--- src/owned_id_pool_allocator_defines.svh ---
// ---------------------------------------------------------------------------
// owned id pool allocator assertion macros
// shared property forms for the allocator's checks, clocked by clock and
// disabled during reset
// ---------------------------------------------------------------------------
`ifndef OWNED_ID_POOL_ALLOCATOR_DEFINES_SVH
`define OWNED_ID_POOL_ALLOCATOR_DEFINES_SVH

// same-cycle implication
`define OIPA_ASSERT_NOW(lbl, ante, cons, msg) \
   lbl: assert property (@(posedge clock) disable iff (reset) (ante) |-> (cons)) \
      else $error(msg);

// next-cycle implication
`define OIPA_ASSERT_NEXT(lbl, ante, cons, msg) \
   lbl: assert property (@(posedge clock) disable iff (reset) (ante) |=> (cons)) \
      else $error(msg);

`endif

--- src/oipa_pkg.sv ---
// ---------------------------------------------------------------------------
// oipa_pkg
// shared widths, command and status codes, and the controller/datapath
// command and status structs of the owned id pool allocator
// ---------------------------------------------------------------------------
package oipa_pkg;

   localparam int DEF_MAX_IDS    = 16;
   localparam int DEF_NUM_OWNERS = 16;
   localparam int LIST_LIMIT     = 16;

   localparam int CMD_W    = 4;
   localparam int OWNER_W  = 4;
   localparam int ID_W     = 4;
   localparam int NEED_W   = 5;
   localparam int STATUS_W = 2;

   localparam logic [CMD_W-1:0] CMD_CAN_ACCEPT    = 4'd0;
   localparam logic [CMD_W-1:0] CMD_CLOSE         = 4'd1;
   localparam logic [CMD_W-1:0] CMD_OPEN          = 4'd2;
   localparam logic [CMD_W-1:0] CMD_RESERVE_OWNED = 4'd3;
   localparam logic [CMD_W-1:0] CMD_RELEASE_OWNER = 4'd4;
   localparam logic [CMD_W-1:0] CMD_LIST_OWNER    = 4'd5;
   localparam logic [CMD_W-1:0] CMD_ANY_FREE      = 4'd6;
   localparam logic [CMD_W-1:0] CMD_RESERVE_PLAIN = 4'd7;
   localparam logic [CMD_W-1:0] CMD_GIVE_BACK     = 4'd8;
   localparam logic [CMD_W-1:0] CMD_IS_FREE       = 4'd9;

   localparam logic [STATUS_W-1:0] ST_OK    = 2'd0;
   localparam logic [STATUS_W-1:0] ST_EMPTY = 2'd1;
   localparam logic [STATUS_W-1:0] ST_FULL  = 2'd2;

   // controller to datapath
   typedef struct packed {
      logic capture;
      logic rd_head;
      logic do_query;
      logic do_close;
      logic do_open;
      logic do_res_owned;
      logic do_res_plain;
      logic do_give_back;
      logic load_rel;
      logic load_lst;
      logic load_scn;
      logic rd_rel;
      logic rel_push;
      logic rd_lst;
      logic emit_list;
      logic rd_scn;
      logic cmp_scn;
      logic emit_acc;
   } oipa_ctl_type;

   // datapath to controller
   typedef struct packed {
      logic [CMD_W-1:0] cmd;
      logic             at_bound;
      logic             idx_zero;
      logic             idx_last;
   } oipa_stat_type;

endpackage

--- src/oipa_ram.sv ---
// ---------------------------------------------------------------------------
// oipa_ram
// generic single write port, single read port ram with registered read data
// ---------------------------------------------------------------------------
module oipa_ram #(
   parameter int WIDTH = 4,
   parameter int DEPTH = 16
) (
   input  logic                     clock,
   input  logic                     wr_en,
   input  logic [$clog2(DEPTH)-1:0] wr_addr,
   input  logic [WIDTH-1:0]         wr_data,
   input  logic                     rd_en,
   input  logic [$clog2(DEPTH)-1:0] rd_addr,
   output logic [WIDTH-1:0]         rd_data
);

   logic [WIDTH-1:0] mem_ff [DEPTH];
   logic [WIDTH-1:0] rd_data_ff;

   always_ff @(posedge clock) begin
      if (wr_en) begin
         mem_ff[wr_addr] <= wr_data;
      end
      if (rd_en) begin
         rd_data_ff <= mem_ff[rd_addr];
      end
   end

   assign rd_data = rd_data_ff;

endmodule

--- src/oipa_ctrl.sv ---
// ---------------------------------------------------------------------------
// oipa_ctrl
// command sequencer: decodes each item and steps the datapath through
// fetch, execute, list, release and membership scan loops
// ---------------------------------------------------------------------------
module oipa_ctrl
   import oipa_pkg::*;
(
   input  logic          clock,
   input  logic          reset,
   input  logic          start,
   output logic          busy,
   output oipa_ctl_type  ctl,
   input  oipa_stat_type stat
);

`include "owned_id_pool_allocator_defines.svh"

   localparam logic [3:0] S_IDLE     = 4'd0;
   localparam logic [3:0] S_FETCH    = 4'd1;
   localparam logic [3:0] S_EXEC     = 4'd2;
   localparam logic [3:0] S_REL_CHK  = 4'd3;
   localparam logic [3:0] S_REL_PUSH = 4'd4;
   localparam logic [3:0] S_LST_RD   = 4'd5;
   localparam logic [3:0] S_LST_OUT  = 4'd6;
   localparam logic [3:0] S_SCN_RD   = 4'd7;
   localparam logic [3:0] S_SCN_CMP  = 4'd8;
   localparam logic [3:0] S_RESP     = 4'd9;

   logic [3:0] state_ff;
   logic [3:0] state_in;

   always_comb begin
      state_in = state_ff;
      ctl      = '0;
      case (state_ff)
         S_IDLE: begin
            if (start) begin
               ctl.capture = 1'b1;
               state_in    = S_FETCH;
            end
         end
         S_FETCH: begin
            ctl.rd_head = 1'b1;
            state_in    = S_EXEC;
         end
         S_EXEC: begin
            state_in = S_RESP;
            case (stat.cmd)
               CMD_CAN_ACCEPT:    ctl.do_query     = 1'b1;
               CMD_ANY_FREE:      ctl.do_query     = 1'b1;
               CMD_CLOSE:         ctl.do_close     = 1'b1;
               CMD_OPEN:          ctl.do_open      = 1'b1;
               CMD_RESERVE_OWNED: ctl.do_res_owned = 1'b1;
               CMD_RESERVE_PLAIN: ctl.do_res_plain = 1'b1;
               CMD_GIVE_BACK:     ctl.do_give_back = 1'b1;
               CMD_RELEASE_OWNER: begin
                  ctl.load_rel = 1'b1;
                  state_in     = S_REL_CHK;
               end
               CMD_LIST_OWNER: begin
                  ctl.load_lst = 1'b1;
                  state_in     = S_LST_RD;
               end
               CMD_IS_FREE: begin
                  ctl.load_scn = 1'b1;
                  state_in     = S_SCN_RD;
               end
               default: state_in = S_RESP;
            endcase
         end
         S_REL_CHK: begin
            if (stat.idx_zero) begin
               state_in = S_RESP;
            end else begin
               ctl.rd_rel = 1'b1;
               state_in   = S_REL_PUSH;
            end
         end
         S_REL_PUSH: begin
            ctl.rel_push = 1'b1;
            state_in     = S_REL_CHK;
         end
         S_LST_RD: begin
            if (stat.at_bound) begin
               state_in = S_RESP;
            end else begin
               ctl.rd_lst = 1'b1;
               state_in   = S_LST_OUT;
            end
         end
         S_LST_OUT: begin
            ctl.emit_list = 1'b1;
            state_in      = stat.idx_last ? S_IDLE : S_LST_RD;
         end
         S_SCN_RD: begin
            if (stat.at_bound) begin
               state_in = S_RESP;
            end else begin
               ctl.rd_scn = 1'b1;
               state_in   = S_SCN_CMP;
            end
         end
         S_SCN_CMP: begin
            ctl.cmp_scn = 1'b1;
            state_in    = S_SCN_RD;
         end
         S_RESP: begin
            ctl.emit_acc = 1'b1;
            state_in     = S_IDLE;
         end
         default: state_in = S_IDLE;
      endcase
   end

   always_ff @(posedge clock) begin
      if (reset) begin
         state_ff <= S_IDLE;
      end else begin
         state_ff <= state_in;
      end
   end

   assign busy = (state_ff != S_IDLE);

   `OIPA_ASSERT_NEXT(a_accept_fetch, start && !busy, state_ff == S_FETCH,
      "accepted item did not enter fetch")
   `OIPA_ASSERT_NEXT(a_single_ends, ctl.emit_acc, state_ff == S_IDLE,
      "single result did not end the item")

endmodule

--- src/oipa_dp.sv ---
// ---------------------------------------------------------------------------
// oipa_dp
// datapath: free ring, owner id lists and lengths, loop counter, result
// accumulator and the registered result port
// ---------------------------------------------------------------------------
module oipa_dp
   import oipa_pkg::*;
#(
   parameter int MAX_IDS    = DEF_MAX_IDS,
   parameter int NUM_OWNERS = DEF_NUM_OWNERS
) (
   input  logic                clock,
   input  logic                reset,
   input  oipa_ctl_type        ctl,
   output oipa_stat_type       stat,
   input  logic [CMD_W-1:0]    req_command,
   input  logic [OWNER_W-1:0]  req_owner,
   input  logic [ID_W-1:0]     req_id_in,
   input  logic [NEED_W-1:0]   req_needed_count,
   output logic                rsp_strobe,
   output logic [STATUS_W-1:0] rsp_status,
   output logic                rsp_answer,
   output logic [ID_W-1:0]     rsp_id_out,
   output logic                rsp_id_valid,
   output logic                rsp_last
);

`include "owned_id_pool_allocator_defines.svh"

   localparam int RING_AW = $clog2(MAX_IDS);
   localparam int CNT_W   = $clog2(MAX_IDS + 1);
   localparam int SUM_W   = CNT_W + 1;
   localparam int OWN_AW  = $clog2(NUM_OWNERS);
   localparam int OIDS_AW = $clog2(NUM_OWNERS * MAX_IDS);

   function automatic logic [RING_AW-1:0] ring_pos(input logic [RING_AW-1:0] base,
                                                   input logic [CNT_W-1:0]   off);
      logic [SUM_W-1:0] s;
      s = SUM_W'(base) + SUM_W'(off);
      if (s >= SUM_W'(MAX_IDS)) begin
         s = s - SUM_W'(MAX_IDS);
      end
      return s[RING_AW-1:0];
   endfunction

   // captured item
   logic [CMD_W-1:0]    cmd_ff, cmd_in;
   logic [OWNER_W-1:0]  owner_ff, owner_in;
   logic [ID_W-1:0]     idin_ff, idin_in;
   logic [NEED_W-1:0]   need_ff, need_in;
   // pool state
   logic [RING_AW-1:0]  head_ff, head_in;
   logic [CNT_W-1:0]    count_ff, count_in;
   logic                open_ff, open_in;
   logic [MAX_IDS-1:0]  ring_vld_ff, ring_vld_in;
   logic [NUM_OWNERS-1:0] len_vld_ff, len_vld_in;
   // read side tags
   logic [RING_AW-1:0]  ring_aq_ff, ring_aq_in;
   logic                ring_vq_ff, ring_vq_in;
   logic                len_vq_ff, len_vq_in;
   // loop
   logic [CNT_W-1:0]    idx_ff, idx_in;
   logic [CNT_W-1:0]    bound_ff, bound_in;
   // accumulated single result
   logic [STATUS_W-1:0] st_ff, st_in;
   logic                ans_ff, ans_in;
   logic [ID_W-1:0]     oid_ff, oid_in;
   logic                oidv_ff, oidv_in;
   // result port
   logic                rsp_vld_ff, rsp_vld_in;
   logic [STATUS_W-1:0] rsp_st_ff, rsp_st_in;
   logic                rsp_ans_ff, rsp_ans_in;
   logic [ID_W-1:0]     rsp_id_ff, rsp_id_in;
   logic                rsp_idv_ff, rsp_idv_in;
   logic                rsp_last_ff, rsp_last_in;

   // ram ports
   logic                ring_we, ring_re;
   logic [RING_AW-1:0]  ring_wa, ring_ra;
   logic [ID_W-1:0]     ring_wd, ring_rd;
   logic                ids_we, ids_re;
   logic [OIDS_AW-1:0]  ids_wa, ids_ra;
   logic [ID_W-1:0]     ids_rd;
   logic                len_we, len_re;
   logic [CNT_W-1:0]    len_wd, len_rd;

   logic [OWN_AW-1:0]   own_idx;
   logic                own_ok;
   logic [ID_W-1:0]     ring_data;
   logic [CNT_W-1:0]    len_q;
   logic [RING_AW-1:0]  head_next, head_prev;
   logic                ring_has_room;
   logic [CNT_W-1:0]    ids_slot;

   assign own_idx       = OWN_AW'(owner_ff);
   assign own_ok        = int'(owner_ff) < NUM_OWNERS;
   assign ring_data     = ring_vq_ff ? ring_rd : ID_W'(ring_aq_ff);
   assign len_q         = len_vq_ff ? len_rd : '0;
   assign head_next     = (head_ff == RING_AW'(MAX_IDS - 1)) ? '0 : head_ff + RING_AW'(1);
   assign head_prev     = (head_ff == '0) ? RING_AW'(MAX_IDS - 1) : head_ff - RING_AW'(1);
   assign ring_has_room = count_ff < CNT_W'(MAX_IDS);
   assign ids_slot      = ctl.rd_rel ? idx_ff - CNT_W'(1) : idx_ff;

   always_comb begin
      cmd_in      = cmd_ff;
      owner_in    = owner_ff;
      idin_in     = idin_ff;
      need_in     = need_ff;
      head_in     = head_ff;
      count_in    = count_ff;
      open_in     = open_ff;
      ring_vld_in = ring_vld_ff;
      len_vld_in  = len_vld_ff;
      idx_in      = idx_ff;
      bound_in    = bound_ff;
      st_in       = st_ff;
      ans_in      = ans_ff;
      oid_in      = oid_ff;
      oidv_in     = oidv_ff;
      ring_we     = 1'b0;
      ring_wa     = head_prev;
      ring_wd     = ids_rd;
      ids_we      = 1'b0;
      ids_wa      = OIDS_AW'(own_idx) * OIDS_AW'(MAX_IDS) + OIDS_AW'(len_q);
      len_we      = 1'b0;
      len_wd      = len_q + CNT_W'(1);

      if (ctl.capture) begin
         cmd_in   = req_command;
         owner_in = req_owner;
         idin_in  = req_id_in;
         need_in  = req_needed_count;
         st_in    = ST_OK;
         ans_in   = 1'b0;
         oid_in   = '0;
         oidv_in  = 1'b0;
      end
      if (ctl.do_query) begin
         if (cmd_ff == CMD_CAN_ACCEPT) begin
            ans_in = open_ff && (int'(count_ff) >= int'(need_ff));
         end else begin
            ans_in = (count_ff != '0);
         end
      end
      if (ctl.do_close) begin
         open_in = 1'b0;
      end
      if (ctl.do_open) begin
         open_in = 1'b1;
      end
      if (ctl.do_res_owned) begin
         if (!own_ok || len_q >= CNT_W'(MAX_IDS) || count_ff == '0) begin
            st_in = ST_EMPTY;
         end else begin
            head_in             = head_next;
            count_in            = count_ff - CNT_W'(1);
            ids_we              = 1'b1;
            len_we              = 1'b1;
            len_vld_in[own_idx] = 1'b1;
            oid_in              = ring_data;
            oidv_in             = 1'b1;
         end
      end
      if (ctl.do_res_plain) begin
         if (count_ff == '0) begin
            st_in = ST_EMPTY;
         end else begin
            head_in  = head_next;
            count_in = count_ff - CNT_W'(1);
            oid_in   = ring_data;
            oidv_in  = 1'b1;
         end
      end
      if (ctl.do_give_back) begin
         if (ring_has_room) begin
            ring_we              = 1'b1;
            ring_wa              = ring_pos(head_ff, count_ff);
            ring_wd              = idin_ff;
            ring_vld_in[ring_wa] = 1'b1;
            count_in             = count_ff + CNT_W'(1);
         end else begin
            st_in = ST_FULL;
         end
      end
      if (ctl.load_rel) begin
         idx_in = own_ok ? len_q : '0;
         if (own_ok) begin
            len_vld_in[own_idx] = 1'b0;
         end
      end
      if (ctl.load_lst) begin
         idx_in = '0;
         if (!own_ok) begin
            bound_in = '0;
         end else if (int'(len_q) > LIST_LIMIT) begin
            bound_in = CNT_W'(LIST_LIMIT);
         end else begin
            bound_in = len_q;
         end
      end
      if (ctl.load_scn) begin
         idx_in   = '0;
         bound_in = count_ff;
      end
      if (ctl.rel_push) begin
         idx_in = idx_ff - CNT_W'(1);
         if (ring_has_room) begin
            ring_we              = 1'b1;
            ring_wa              = head_prev;
            ring_wd              = ids_rd;
            ring_vld_in[ring_wa] = 1'b1;
            head_in              = head_prev;
            count_in             = count_ff + CNT_W'(1);
         end else begin
            st_in = ST_FULL;
         end
      end
      if (ctl.emit_list) begin
         idx_in = idx_ff + CNT_W'(1);
      end
      if (ctl.cmp_scn) begin
         idx_in = idx_ff + CNT_W'(1);
         if (ring_data == idin_ff) begin
            ans_in = 1'b1;
         end
      end
   end

   // read port selection and read tags
   always_comb begin
      ring_re    = ctl.rd_head || ctl.rd_scn;
      ring_ra    = ctl.rd_scn ? ring_pos(head_ff, idx_ff) : head_ff;
      ring_aq_in = ring_re ? ring_ra : ring_aq_ff;
      ring_vq_in = ring_re ? ring_vld_ff[ring_ra] : ring_vq_ff;
      len_re     = ctl.rd_head;
      len_vq_in  = len_re ? len_vld_ff[own_idx] : len_vq_ff;
      ids_re     = ctl.rd_rel || ctl.rd_lst;
      ids_ra     = OIDS_AW'(own_idx) * OIDS_AW'(MAX_IDS) + OIDS_AW'(ids_slot);
   end

   // result port
   always_comb begin
      rsp_vld_in  = ctl.emit_acc || ctl.emit_list;
      rsp_st_in   = rsp_st_ff;
      rsp_ans_in  = rsp_ans_ff;
      rsp_id_in   = rsp_id_ff;
      rsp_idv_in  = rsp_idv_ff;
      rsp_last_in = rsp_last_ff;
      if (ctl.emit_acc) begin
         rsp_st_in   = st_ff;
         rsp_ans_in  = ans_ff;
         rsp_id_in   = oid_ff;
         rsp_idv_in  = oidv_ff;
         rsp_last_in = 1'b1;
      end else if (ctl.emit_list) begin
         rsp_st_in   = ST_OK;
         rsp_ans_in  = 1'b0;
         rsp_id_in   = ids_rd;
         rsp_idv_in  = 1'b1;
         rsp_last_in = stat.idx_last;
      end
   end

   always_ff @(posedge clock) begin
      if (reset) begin
         head_ff     <= '0;
         count_ff    <= CNT_W'(MAX_IDS);
         open_ff     <= 1'b1;
         ring_vld_ff <= '0;
         len_vld_ff  <= '0;
         rsp_vld_ff  <= 1'b0;
      end else begin
         head_ff     <= head_in;
         count_ff    <= count_in;
         open_ff     <= open_in;
         ring_vld_ff <= ring_vld_in;
         len_vld_ff  <= len_vld_in;
         rsp_vld_ff  <= rsp_vld_in;
      end
   end

   always_ff @(posedge clock) begin
      cmd_ff      <= cmd_in;
      owner_ff    <= owner_in;
      idin_ff     <= idin_in;
      need_ff     <= need_in;
      ring_aq_ff  <= ring_aq_in;
      ring_vq_ff  <= ring_vq_in;
      len_vq_ff   <= len_vq_in;
      idx_ff      <= idx_in;
      bound_ff    <= bound_in;
      st_ff       <= st_in;
      ans_ff      <= ans_in;
      oid_ff      <= oid_in;
      oidv_ff     <= oidv_in;
      rsp_st_ff   <= rsp_st_in;
      rsp_ans_ff  <= rsp_ans_in;
      rsp_id_ff   <= rsp_id_in;
      rsp_idv_ff  <= rsp_idv_in;
      rsp_last_ff <= rsp_last_in;
   end

   oipa_ram #(.WIDTH(ID_W), .DEPTH(MAX_IDS)) u_ring (
      .clock   (clock),
      .wr_en   (ring_we),
      .wr_addr (ring_wa),
      .wr_data (ring_wd),
      .rd_en   (ring_re),
      .rd_addr (ring_ra),
      .rd_data (ring_rd)
   );

   oipa_ram #(.WIDTH(ID_W), .DEPTH(NUM_OWNERS * MAX_IDS)) u_owner_ids (
      .clock   (clock),
      .wr_en   (ids_we),
      .wr_addr (ids_wa),
      .wr_data (ring_data),
      .rd_en   (ids_re),
      .rd_addr (ids_ra),
      .rd_data (ids_rd)
   );

   oipa_ram #(.WIDTH(CNT_W), .DEPTH(NUM_OWNERS)) u_owner_len (
      .clock   (clock),
      .wr_en   (len_we),
      .wr_addr (own_idx),
      .wr_data (len_wd),
      .rd_en   (len_re),
      .rd_addr (own_idx),
      .rd_data (len_rd)
   );

   assign stat.cmd      = cmd_ff;
   assign stat.at_bound = (idx_ff == bound_ff);
   assign stat.idx_zero = (idx_ff == '0);
   assign stat.idx_last = ((idx_ff + CNT_W'(1)) == bound_ff);

   assign rsp_strobe   = rsp_vld_ff;
   assign rsp_status   = rsp_st_ff;
   assign rsp_answer   = rsp_ans_ff;
   assign rsp_id_out   = rsp_id_ff;
   assign rsp_id_valid = rsp_idv_ff;
   assign rsp_last     = rsp_last_ff;

   `OIPA_ASSERT_NOW(a_count_range, 1'b1, count_ff <= CNT_W'(MAX_IDS),
      "free count above pool size")
   `OIPA_ASSERT_NOW(a_id_status_ok, rsp_vld_ff && rsp_idv_ff, rsp_st_ff == ST_OK,
      "id delivered with error status")
   `OIPA_ASSERT_NEXT(a_push_grows, ctl.rel_push && ring_has_room,
      count_ff == $past(count_ff) + CNT_W'(1),
      "release push did not grow free count")

endmodule

--- src/owned_id_pool_allocator.sv ---
// ---------------------------------------------------------------------------
// owned_id_pool_allocator
// pool of small ids in a double-ended free ring plus an ordered id list per
// owner; command driven, one or more results per item
//
//   channel  ports                                  handshake
//   req      req_command req_owner req_id_in        start & !busy
//            req_needed_count
//   rsp      rsp_status rsp_answer rsp_id_out       rsp_strobe, one cycle
//            rsp_id_valid rsp_last
//
// single-result commands pass through the fetch, execute and response states
// before the registered result strobe; release does one ram read and one ring
// push per id the owner holds; list reads each id before issuing it as a
// result; is_free does one ring read and compare per free entry
// synchronous reset; the ring and owner lengths use valid bits, so the block
// is ready in the cycle after reset with no clearing pass
// results cannot be stalled; busy stays high until the last result is issued
// ---------------------------------------------------------------------------
module owned_id_pool_allocator
   import oipa_pkg::*;
#(
   parameter int MAX_IDS    = DEF_MAX_IDS,
   parameter int NUM_OWNERS = DEF_NUM_OWNERS
) (
   input  logic                clock,
   input  logic                reset,
   input  logic                start,
   output logic                busy,
   input  logic [CMD_W-1:0]    req_command,
   input  logic [OWNER_W-1:0]  req_owner,
   input  logic [ID_W-1:0]     req_id_in,
   input  logic [NEED_W-1:0]   req_needed_count,
   output logic                rsp_strobe,
   output logic [STATUS_W-1:0] rsp_status,
   output logic                rsp_answer,
   output logic [ID_W-1:0]     rsp_id_out,
   output logic                rsp_id_valid,
   output logic                rsp_last
);

   oipa_ctl_type  ctl;
   oipa_stat_type stat;

   oipa_ctrl u_ctrl (
      .clock (clock),
      .reset (reset),
      .start (start),
      .busy  (busy),
      .ctl   (ctl),
      .stat  (stat)
   );

   oipa_dp #(
      .MAX_IDS    (MAX_IDS),
      .NUM_OWNERS (NUM_OWNERS)
   ) u_dp (
      .clock            (clock),
      .reset            (reset),
      .ctl              (ctl),
      .stat             (stat),
      .req_command      (req_command),
      .req_owner        (req_owner),
      .req_id_in        (req_id_in),
      .req_needed_count (req_needed_count),
      .rsp_strobe       (rsp_strobe),
      .rsp_status       (rsp_status),
      .rsp_answer       (rsp_answer),
      .rsp_id_out       (rsp_id_out),
      .rsp_id_valid     (rsp_id_valid),
      .rsp_last         (rsp_last)
   );

endmodule

--- config.mk ---
export PLATFORM = sky130hd
export DESIGN_NAME = owned_id_pool_allocator
export DESIGN_NICKNAME = d
export VERILOG_FILES = /design/src/oipa_pkg.sv /design/src/oipa_ram.sv /design/src/oipa_ctrl.sv /design/src/oipa_dp.sv /design/src/owned_id_pool_allocator.sv
export VERILOG_INCLUDE_DIRS = /design/src /design/src/src
export SDC_FILE = /design/constraint.sdc
export NUM_CORES = 2
export LEC_CHECK = 0
export BUFFER_PORTS_ARGS = -buffer_cell sky130_fd_sc_hd__buf_2
export CORE_MARGIN = 2
export CORE_UTILIZATION = 37
export DETAILED_ROUTE_END_ITERATION = 7
export PLACE_DENSITY_LB_ADDON = 0.2
export SLEW_MARGIN = 10
export SYNTH_ARGS = -nofsm -noshare
export SYNTH_HDL_FRONTEND = slang
export SYNTH_SLANG_ARGS = --single-unit
export TNS_END_PERCENT = 1
--- constraint.sdc ---
create_clock -name clock -period 5.6 [get_ports clock]
set_input_delay 1.68 -clock clock [delete_from_list [all_inputs] [get_ports clock]]
set_output_delay 1.68 -clock clock [all_outputs]
set_load 0.02 [all_outputs]
==> metrics <==
leakage power=20.2 nW; sw frac=23.2%; Critical Path Fanout Max=76; Final Setup Violations=0; setup tns final=0 ns; setup slack, reg-to-reg=0.77 ns; Mapped Cells=3765; TritonCTS clock tree=built; vias per inst=5.57; reg2reg path depth=13; fin worst setup slack=0.772 ns; die height=386 um; Post-Place Worst Slack=0.863 ns; relative max-transition margin=21.2%; HP Class=flop to flop; fin crit share=86.2%; sequential area share after synthesis=69.9%; endpoint class of the critical path=flop; H-tree depth=4; async set-reset flop share out of synthesis=0%; full die area=0.149 mm^2; PortBufs=30; Yosys cell types=73; outcome=finished, final reports clean; Max clock buf depth=3; unrepaired setup endpoints after global routing=no; Syn-to-layout area delta=13.2%; diode count=0; critical path class=flop to flop; placer congestion estimate=0.856; Pint=16.3 mW; clock buffer count from CTS=142; Min-Delay Path Depth=2; drt pass-1 iters=6; Avg Inst Size Synth=14.4 um^2; worst r2r src=u_dp.idx_ff[1]; Ys Warns=0; CTS root buf=clkbuf_16; via count=32500; switching power of the nets=4.92 mW; Starting Density=37.2%; vias in the first global route=31900; Core Footprint=0.145 mm^2; Setup Fix Bufs, Post-CTS=0; Final HPWL DP=90900 um; # Max-Cap Violations=0; share of layout cells above drive strength 1=11.2%; Clock transition at path regs=0.06 ns; overall die width=386 um; synthesized area=0.0541 mm^2; Wirelength per Cell=25.7 um; cell with the most instances after synthesis=edfxtp_1; post-synth top area share=67.8%; top post-synthesis cells by area=edfxtp_1, mux2i_1, nor2_1; worst hold path endpoint=u_dp.oidv_ff; Clock power frac=42.6%; final hold violations=0; Req. time, crit path=6.11 ns; VDD IR-drop max=295 uV; cell accounting for the most synthesized area=edfxtp_1; crit start category=flop; Final Max Slew Viols=0; post-cts sizing count=0; ys flop type=edfxtp_1; antenna viol nets, final=0; Commonest cells post-synth=edfxtp_1, mux2i_1, nor2_1; GRT overflow=0; pin count of the biggest net entering global routing=146; FP Rows=140; DR DRC count=0; GRT Util Overall=19.8%; number of synthesized flops with an enable pin=1222; Clock Latency Late Sink=0.78 ns; hold buffers post-CTS=0; maximum clock rate=207 MHz; Routed WL=150000 um; first-pass GRT wire length=220000 um; crit path time final=4.83 ns; CTS sink count=1278; initial DRC count=3380; initial antenna violation count=8; Power Density=347 mW/mm^2; Final Total Pwr=21.3 mW; Layout Nets=3854; worst path arrival time=5.34 ns; Synth Register Bits=1278; io pins=31; Comb power frac=7.0%; Flop pwr share=50.4%; clk_skew=0.0324 ns; FF-to-FF End=u_dp.u_owner_ids.rd_data[0]; actual slew at the worst max-slew pin=1.18 ns; min-delay src=u_dp.oidv_ff; net count after synthesis=3815
## per-stage QoR
stage	cells	instance area [um^2]	hold slack (ns)	utilization, %
after floorplan	3765	54100	0.415	-
after global placement	5577	56700	0.424	39.0
after detailed placement	5577	56700	0.430	39.0
after CTS	5834	61300	0.439	42.1
after global routing	5834	61300	0.490	42.1
final	5834	61300	0.440	42.1
## power groups by stage
stage	combinational (mW)	clock (mW)	sequential (mW)
2_1_floorplan	0.890	0	10.9
4_1_cts	1.50	9.23	10.7
3_5_place_dp	1.50	0	10.9
3_3_place_gp	1.49	0	10.9
5_1_grt	1.59	9.59	10.7
6_report	1.49	9.05	10.7
## critical path: stages (launching register included)
cell and delay [ns]:
edfxtp_1 0.38, inv_1 0.19, ha_4 0.25, nor4b_4 0.27, nor3_2 0.06, buf_4 0.22
nor2_4 0.57, buf_12 0.47, mux2i_1 0.30, o22ai_1 0.12, nor3_1 0.80, o32a_1 0.24
o32ai_1 0.08, or4_1 0.54
## cell usage in the layout, fill, tap and decap left out, drive strengths merged, types with 50 or more instances in the layout
cell type	count
a211oi	112
a21oi	175
buf	145
clkbuf	184
clkinv	53
dfxtp	56
edfxtp	1222
mux2i	460
nand2	308
nor2	368
nor2b	57
nor3	59
nor4	66
o21ai	50
o22ai	160
## cell type report
| class | count | area (um^2) |
|---|---|---|
| Clock buffer | 184 | 3850 |
| Clock inverter | 73 | 669 |
| Fill cell | 13200 | 84100 |
| Inverter | 35 | 161 |
| Multi-Input combinational cell | 2202 | 15200 |
| Sequential cell | 1278 | 37800 |
| Tap cell | 1917 | 2400 |
| Timing Repair Buffer | 145 | 1200 |
## cell families (layout without fill, tap and decap cells)
group                    after synthesis  count (layout)  synth area share, %
buffers and inverters                285             437                 2.40
AND/OR/NAND/NOR                     1006            1006                 8.44
XOR/XNOR                              35              35                0.566
adder cells (fa/ha/maj)               30              30                0.721
flip-flops                          1278            1278                 69.9
AO/OA/AOI/OAI                        615             615                 7.34
multiplexers                         516             516                 10.7
## metal layers
metal / routed length [um] / vias to the layer above / track usage [%]
li1: - / 14600 / -
met1: 66400 / 16600 / 27.9
met2: 71200 / 1114 / 31.9
met3: 9620 / 197 / 3.26
met4: 2820 / 0 / 4.79
met5: 0 / - / 0
## registers in the layout (all words and copies together), names as in the netlist, 2 cells and up
name / count
u_dp.idx_ff: 5
u_dp.oid_ff: 4
u_dp.u_owner_len.rd_data: 5
u_dp.st_ff: 2
u_dp.head_ff: 4
u_dp.ring_aq_ff: 4
u_dp.own_idx: 4
u_dp.need_ff: 5
u_dp.u_owner_ids.rd_data: 4
u_dp.cmd_ff: 4
u_dp.ring_vld_ff: 16
u_dp.u_owner_ids.mem_ff: 1024
u_dp.rsp_id_out: 4
u_dp.len_vld_ff: 16
u_dp.u_ring.mem_ff: 64
u_dp.rsp_status: 2
u_dp.u_ring.rd_data: 4
u_ctrl.state_ff: 4
u_dp.bound_ff: 5
u_dp.count_ff: 5
u_dp.u_owner_len.mem_ff: 80
u_dp.idin_ff: 4
## how the worst max path moves through the flow
stage                               endpoint                from  cells after the start  slack [ns]
6_report         u_dp.u_owner_ids.rd_data[0]      u_dp.idx_ff[1]                     13        0.77
5_1_grt          u_dp.u_owner_ids.rd_data[0]  u_ctrl.state_ff[3]                     12        0.61
4_1_cts          u_dp.u_owner_ids.rd_data[3]      u_dp.idx_ff[1]                     14        0.82
3_5_place_dp     u_dp.u_owner_ids.rd_data[3]      u_dp.idx_ff[1]                     14        0.86
3_3_place_gp     u_dp.u_owner_ids.rd_data[3]      u_dp.idx_ff[1]                     14        0.82
2_1_floorplan  u_dp.u_owner_ids.mem_ff[0][2]     u_dp.ring_vq_ff                      3        1.39
No activity file was read; power rests on OpenSTA's default activity.
